**src/rtl/core/lrmt_pkg.sv**
```systemverilog
// ----------------------------------------------------------------------------
// lrmt_pkg
// Shared types, constants and node arithmetic for the range maximum tree.
// ----------------------------------------------------------------------------
package lrmt_pkg;

   localparam int LEAF_LOG   = 10;
   localparam int LEAF_COUNT = 1 << LEAF_LOG;
   localparam int NODE_COUNT = 2 * LEAF_COUNT;
   localparam int NODE_W     = LEAF_LOG + 1;
   localparam int LVL_W      = $clog2(LEAF_LOG + 1);
   localparam int RANGE_W    = 11;
   localparam int DATA_W     = 64;

   localparam logic [DATA_W-1:0] NEUTRAL = {4'hF, {(DATA_W-4){1'b0}}};

   localparam logic [1:0] FUNC_ASSIGN = 2'd0;
   localparam logic [1:0] FUNC_ADD    = 2'd1;
   localparam logic [1:0] FUNC_QUERY  = 2'd2;

   typedef struct packed {
      logic [DATA_W-1:0] max_v;
      logic              av;
      logic [DATA_W-1:0] aval;
      logic [DATA_W-1:0] addend;
   } rec_type;

   typedef enum logic [1:0] {RD_NONE, RD_NODE, RD_LEFT, RD_RIGHT} rd_sel_type;
   typedef enum logic [1:0] {CAP_NONE, CAP_PAR, CAP_LEFT, CAP_RIGHT} cap_type;
   typedef enum logic [2:0] {WR_NONE, WR_CLEAR, WR_COVER, WR_PUSH_L, WR_PUSH_R,
                             WR_FIX} wr_op_type;
   typedef enum logic [1:0] {MV_NONE, MV_LEFT, MV_SIB, MV_UP} mv_type;

   typedef enum logic [3:0] {
      ST_CLEAR, ST_IDLE, ST_VISIT_RD, ST_VISIT_CAP, ST_VISIT_EVAL,
      ST_PUSH_RDR, ST_PUSH_CAPR, ST_PUSH_WR, ST_PUSH_PAR, ST_RET,
      ST_FIX_RDL, ST_FIX_RDR, ST_FIX_CAP, ST_FIX_WR, ST_FINISH
   } ctl_state_type;

   typedef struct packed {
      logic       load_req;
      rd_sel_type rd_sel;
      cap_type    cap;
      wr_op_type  wr;
      mv_type     mv;
      logic       acc_node;
      logic       rsp_load;
      logic       clr_step;
   } ctl_cmd_type;

   typedef struct packed {
      logic       disjoint;
      logic       covered;
      logic       is_root;
      logic       is_left;
      logic       clr_last;
      logic       is_query;
      logic       is_assign;
      logic       rsp_free;
   } ctl_stat_type;

   function automatic logic [DATA_W-1:0] smax(input logic [DATA_W-1:0] a,
                                              input logic [DATA_W-1:0] b);
      return ($signed(a) >= $signed(b)) ? a : b;
   endfunction

   function automatic logic [DATA_W-1:0] rec_value(input rec_type r);
      return (r.av ? r.aval : r.max_v) + r.addend;
   endfunction

   function automatic rec_type merge(input rec_type r, input logic has_set,
                                     input logic [DATA_W-1:0] set_val,
                                     input logic [DATA_W-1:0] add);
      rec_type m;
      m = r;
      if (has_set) begin
         m.av     = 1'b1;
         m.aval   = set_val;
         m.addend = add;
      end else begin
         m.addend = r.addend + add;
      end
      return m;
   endfunction

endpackage

```
**src/rtl/core/lrmt_ctrl.sv**
```systemverilog
// ----------------------------------------------------------------------------
// lrmt_ctrl
// Walk sequencer: clearing pass, node visits, push-down and re-merge steps.
// ----------------------------------------------------------------------------
module lrmt_ctrl (
   input  logic                   clock,
   input  logic                   reset,
   input  logic                   req_valid,
   input  logic [1:0]             req_func,
   output logic                   req_stall,
   input  lrmt_pkg::ctl_stat_type stat,
   output lrmt_pkg::ctl_cmd_type  cmd
);

   lrmt_pkg::ctl_state_type state_ff, state_in;

   always_ff @(posedge clock) begin
      if (reset) begin
         state_ff <= lrmt_pkg::ST_CLEAR;
      end else begin
         state_ff <= state_in;
      end
   end

   always_comb begin
      state_in  = state_ff;
      req_stall = 1'b1;
      cmd       = '{load_req: 1'b0, rd_sel: lrmt_pkg::RD_NONE, cap: lrmt_pkg::CAP_NONE,
                    wr: lrmt_pkg::WR_NONE, mv: lrmt_pkg::MV_NONE, acc_node: 1'b0,
                    rsp_load: 1'b0, clr_step: 1'b0};
      unique case (state_ff)
         lrmt_pkg::ST_CLEAR: begin
            cmd.wr       = lrmt_pkg::WR_CLEAR;
            cmd.clr_step = 1'b1;
            if (stat.clr_last) state_in = lrmt_pkg::ST_IDLE;
         end
         lrmt_pkg::ST_IDLE: begin
            req_stall = 1'b0;
            if (req_valid) begin
               cmd.load_req = 1'b1;
               if (req_func == lrmt_pkg::FUNC_ASSIGN || req_func == lrmt_pkg::FUNC_ADD ||
                   req_func == lrmt_pkg::FUNC_QUERY) begin
                  state_in = lrmt_pkg::ST_VISIT_RD;
               end
            end
         end
         lrmt_pkg::ST_VISIT_RD: begin
            cmd.rd_sel = lrmt_pkg::RD_NODE;
            state_in   = lrmt_pkg::ST_VISIT_CAP;
         end
         lrmt_pkg::ST_VISIT_CAP: begin
            cmd.cap  = lrmt_pkg::CAP_PAR;
            state_in = lrmt_pkg::ST_VISIT_EVAL;
         end
         lrmt_pkg::ST_VISIT_EVAL: begin
            if (stat.disjoint) begin
               state_in = lrmt_pkg::ST_RET;
            end else if (stat.covered) begin
               if (stat.is_query) cmd.acc_node = 1'b1;
               else               cmd.wr       = lrmt_pkg::WR_COVER;
               state_in = lrmt_pkg::ST_RET;
            end else begin
               cmd.rd_sel = lrmt_pkg::RD_LEFT;
               state_in   = lrmt_pkg::ST_PUSH_RDR;
            end
         end
         lrmt_pkg::ST_PUSH_RDR: begin
            cmd.rd_sel = lrmt_pkg::RD_RIGHT;
            cmd.cap    = lrmt_pkg::CAP_LEFT;
            state_in   = lrmt_pkg::ST_PUSH_CAPR;
         end
         lrmt_pkg::ST_PUSH_CAPR: begin
            cmd.cap  = lrmt_pkg::CAP_RIGHT;
            cmd.wr   = lrmt_pkg::WR_PUSH_L;
            state_in = lrmt_pkg::ST_PUSH_WR;
         end
         lrmt_pkg::ST_PUSH_WR: begin
            cmd.wr   = lrmt_pkg::WR_PUSH_R;
            state_in = lrmt_pkg::ST_PUSH_PAR;
         end
         lrmt_pkg::ST_PUSH_PAR: begin
            cmd.wr   = lrmt_pkg::WR_FIX;
            cmd.mv   = lrmt_pkg::MV_LEFT;
            state_in = lrmt_pkg::ST_VISIT_RD;
         end
         lrmt_pkg::ST_RET: begin
            if (stat.is_root) begin
               state_in = lrmt_pkg::ST_FINISH;
            end else if (stat.is_left) begin
               cmd.mv   = lrmt_pkg::MV_SIB;
               state_in = lrmt_pkg::ST_VISIT_RD;
            end else begin
               cmd.mv   = lrmt_pkg::MV_UP;
               state_in = stat.is_query ? lrmt_pkg::ST_RET : lrmt_pkg::ST_FIX_RDL;
            end
         end
         lrmt_pkg::ST_FIX_RDL: begin
            cmd.rd_sel = lrmt_pkg::RD_LEFT;
            state_in   = lrmt_pkg::ST_FIX_RDR;
         end
         lrmt_pkg::ST_FIX_RDR: begin
            cmd.rd_sel = lrmt_pkg::RD_RIGHT;
            cmd.cap    = lrmt_pkg::CAP_LEFT;
            state_in   = lrmt_pkg::ST_FIX_CAP;
         end
         lrmt_pkg::ST_FIX_CAP: begin
            cmd.cap  = lrmt_pkg::CAP_RIGHT;
            state_in = lrmt_pkg::ST_FIX_WR;
         end
         lrmt_pkg::ST_FIX_WR: begin
            cmd.wr   = lrmt_pkg::WR_FIX;
            state_in = lrmt_pkg::ST_RET;
         end
         lrmt_pkg::ST_FINISH: begin
            if (!stat.is_query) begin
               state_in = lrmt_pkg::ST_IDLE;
            end else if (stat.rsp_free) begin
               cmd.rsp_load = 1'b1;
               state_in     = lrmt_pkg::ST_IDLE;
            end
         end
         default: state_in = lrmt_pkg::ST_IDLE;
      endcase
   end

endmodule

```
**config.mk**
```make
export PLATFORM = sky130hd
export DESIGN_NAME = lrmt_ctrl
export DESIGN_NICKNAME = d
export VERILOG_FILES = /design/src/rtl/core/lrmt_pkg.sv /design/src/rtl/core/lrmt_ctrl.sv
export SDC_FILE = /design/constraint.sdc
export NUM_CORES = 1
export LEC_CHECK = 0
export BUFFER_PORTS_ARGS = -buffer_cell sky130_fd_sc_hd__buf_2
export CELL_PAD_IN_SITES_DETAIL_PLACEMENT = 0
export CELL_PAD_IN_SITES_GLOBAL_PLACEMENT = 1
export CORE_ASPECT_RATIO = 0.75
export CORE_MARGIN = 2
export CORE_UTILIZATION = 25
export DETAILED_ROUTE_END_ITERATION = 12
export HOLD_SLACK_MARGIN = 0.03
export PLACE_DENSITY = 0.71
export SYNTH_ARGS = -nofsm -noshare
export SYNTH_HDL_FRONTEND = slang
export SYNTH_SLANG_ARGS = --single-unit
```
**constraint.sdc**
```tcl
create_clock -name clock -period 1.2 [get_ports clock]
set_clock_uncertainty 0.05 [all_clocks]
set_input_delay 0.18 -clock clock [delete_from_list [all_inputs] [get_ports clock]]
set_output_delay 0.18 -clock clock [all_outputs]
set_load 0.03 [all_outputs]
```
==> out/metrics.yaml <==
status: "complete, but fails checks"
failed_checks: "negative setup slack"
synth-seq-cells: 4
ys_warn_count: 0
regMostFlops: "state_ff"
slowest_stage: "dfxtp_4"
worstPathRequired_ns: 0.97
slowest_delay_ns: 0.36
slew_violations: 0
avgViaCountPerCell: 5.06
grt_setup_unrepaired: "true"
crit_path_cell_trace: "nand2b_4, or3_4, nor2_4, buf_6"
drt_wl_total_mm: 2.20
antenna_found_initial: 0
finalNetCount: 152
finalSetupViolations: 17
yosysTopAreaCell: "dfxtp_1"
synth_most_common_cell: "nand2_1"
core_um2: 1980
setup_ws_ns: -0.365
wire_per_inst_um: 13.6
cts_buffer_depth: 2
wl_met3_um: 64
drv_cap: 0
grt_pass1_wl_mm: 3.51
numCtsBuffers: 3
p_per_area_nw_per_um2: 824
cp_num_buf_inv: 1
synthTopCellsByCount: "nand2_1, nand2b_1"
placed_area_um2: 1020
numClockSinks: 4
largest_reg_flops: 4
fin_setup_tns_ns: -4.99
synthArstFlopShare: 0
pwr-share-seq: 0.145
cp_top_family: "simple AND/OR/NAND/NOR gates"
die_h_um: 43.2
num_vias: 819
hold_path_class: "in -> reg"
n_fill_cell: 139
highest_layer: "met4"
switching_share: 0.401
gp_congestion: 0.749
htreeDepth: 1
seq_area_frac_synth: 0.156
areaGrowthSynthToFinish_pct: 176
crit_path_max_fanout: 6
netlist_area_um2: 513
synthTopCellsByArea: "dfxtp_1, nand2b_1, nand2_1, a21oi_1, buf_2"
ys.flop_type: "dfxtp_1"
syn_avg_cell_area_um2: 6.58
grt_usage: 0.182
critPathCaptureType: "primary output"
grt_max_degree: 11
reg_top3: "state_ff (4)"
drtAntennaViolNets: 0
dp_hpwl_mm: 1.42
drive_above_1_share: 0.746
rrSetupSlack_ns: -0.28
worstPathArrival_ns: 1.33
tightestPinTransition_ns: 0.339
slew_headroom: 0.771
vdd_drop_max_mv: 0.544
cts-root-buf: "clkbuf_4"
met2_length_mm: 1.11
switchingPower_uw: 468
synth_edf_count: 0
drt_pass1_iterations: 3
p_int_uw: 698
met1_length_mm: 1.00
startpoint_type: "flip-flop"
p_comb_frac: 0.692
port_buffers: 25
dp.cells: 144
synthCells: 78
clk_pin_slew_worst_paths_ns: 0.05
hold_viol_final: 0
synth_nets: 91
power_leakage_uw: 0.000614
cts_tree: "yes"
clock_latency_ns: 0.24
initial_core_util: 0.259
n_antenna_cell: 0
synthDistinctLibCells: 32
fin_cells: 162
crit_type: "reg -> out"
dr.first_iter.drc_count: 9
drc: 0
min_period_over_period: 1.30
grt_overflow: 0
dieWidth_um: 56.3
period_minus_slack_ns: 1.56
grt_pass1_vias: 780
design_area_um2: 1420
p_clk_frac: 0.163
p_total_uw: 1170
synth.top_cell.area_share: 0.156
io_pins: 27
die_area_um2: 2430
max_freq_ghz: 0.639
std_cell_rows: 14
layer usage:
| metal | GRT usage | vias to the layer above |
|---|---|---|
| met5 | 0 | - |
| met4 | 0.0857 | 0 |
| met3 | 0.00915 | 4 |
| met2 | 0.308 | 19 |
| met1 | 0.239 | 388 |
| li1 | - | 408 |
final cells by class:
cell class / instances / area [µm²] / area share
clock buffer: 4 / 26.3 / 0.0186
inverter: 3 / 11.3 / 0.00796
multi-input combinational: 64 / 654 / 0.462
sequential: 4 / 92.6 / 0.0654
tap: 24 / 30.0 / 0.0212
timing repair buffer: 63 / 601 / 0.424
what timing repair did:
action / in CTS / in global routing
resized for setup: 59 / 11
buffers inserted: 12 / 4
setup endpoints to repair: 18 / 18
hold buffers: 0 / 0
pin swaps: 19 / 9
worst paths after layout:
check | startpoint | end | cells past startpoint
worst max register to register | state_ff[1] | state_ff[0] | 5
worst max-delay path | state_ff[1] | cmd[12] | 4
worst min-delay path | reset | state_ff[1] | 2
worst min register to register | state_ff[0] | state_ff[0] | 3
cell usage in the layout, fill, tap and decap left out, types with 3 or more instances in the layout:
cell	Yosys	layout
o31ai_4	0	3
nand2_1	8	5
a31oi_1	3	3
a21oi_1	5	3
nor2_4	0	3
nor3_4	0	3
dfxtp_4	0	3
buf_4	1	21
buf_6	0	26
nand2b_4	1	3
buf_12	0	4
o21ai_2	0	3
buf_2	5	11
clkbuf_4	0	3
nand2b_1	6	4
power groups by stage:
stage | registers (µW) | logic [µW] | clock network [µW]
finish | 169 | 807 | 190
global route | 171 | 854 | 205
CTS | 168 | 749 | 196
detailed placement | 166 | 560 | 0
global placement | 164 | 558 | 0
floorplan | 159 | 379 | 0
per-stage QoR:
step,util,worst slack (ns),hold WS (ns)
finish,0.715,-0.365,0.0882
global route,0.715,-0.396,0.0907
CTS,0.682,-0.356,0.0729
detailed placement,0.516,-0.218,0.332
global placement,0.516,-0.207,0.344
floorplan,-,-0.130,0.190
kinds of logic (layout without fill, tap and decap cells):
kind of cell | Yosys count | after routing | synth area share
AND/OR/NAND/NOR | 39 | 39 | 0.441
AO/OA/AOI/OAI | 24 | 24 | 0.293
buffers and inverters | 10 | 70 | 0.0927
flip-flops | 4 | 4 | 0.156
XOR/XNOR | 1 | 1 | 0.0171
worst register-to-register path, stage by stage, from the launching register on:
cell and delay (ns):
dfxtp_4 0.36, nand2b_4 0.14, or3_4 0.36, buf_4 0.15, or2_0 0.20, a31oi_1 0.12
(Power assumes the default switching activity.)
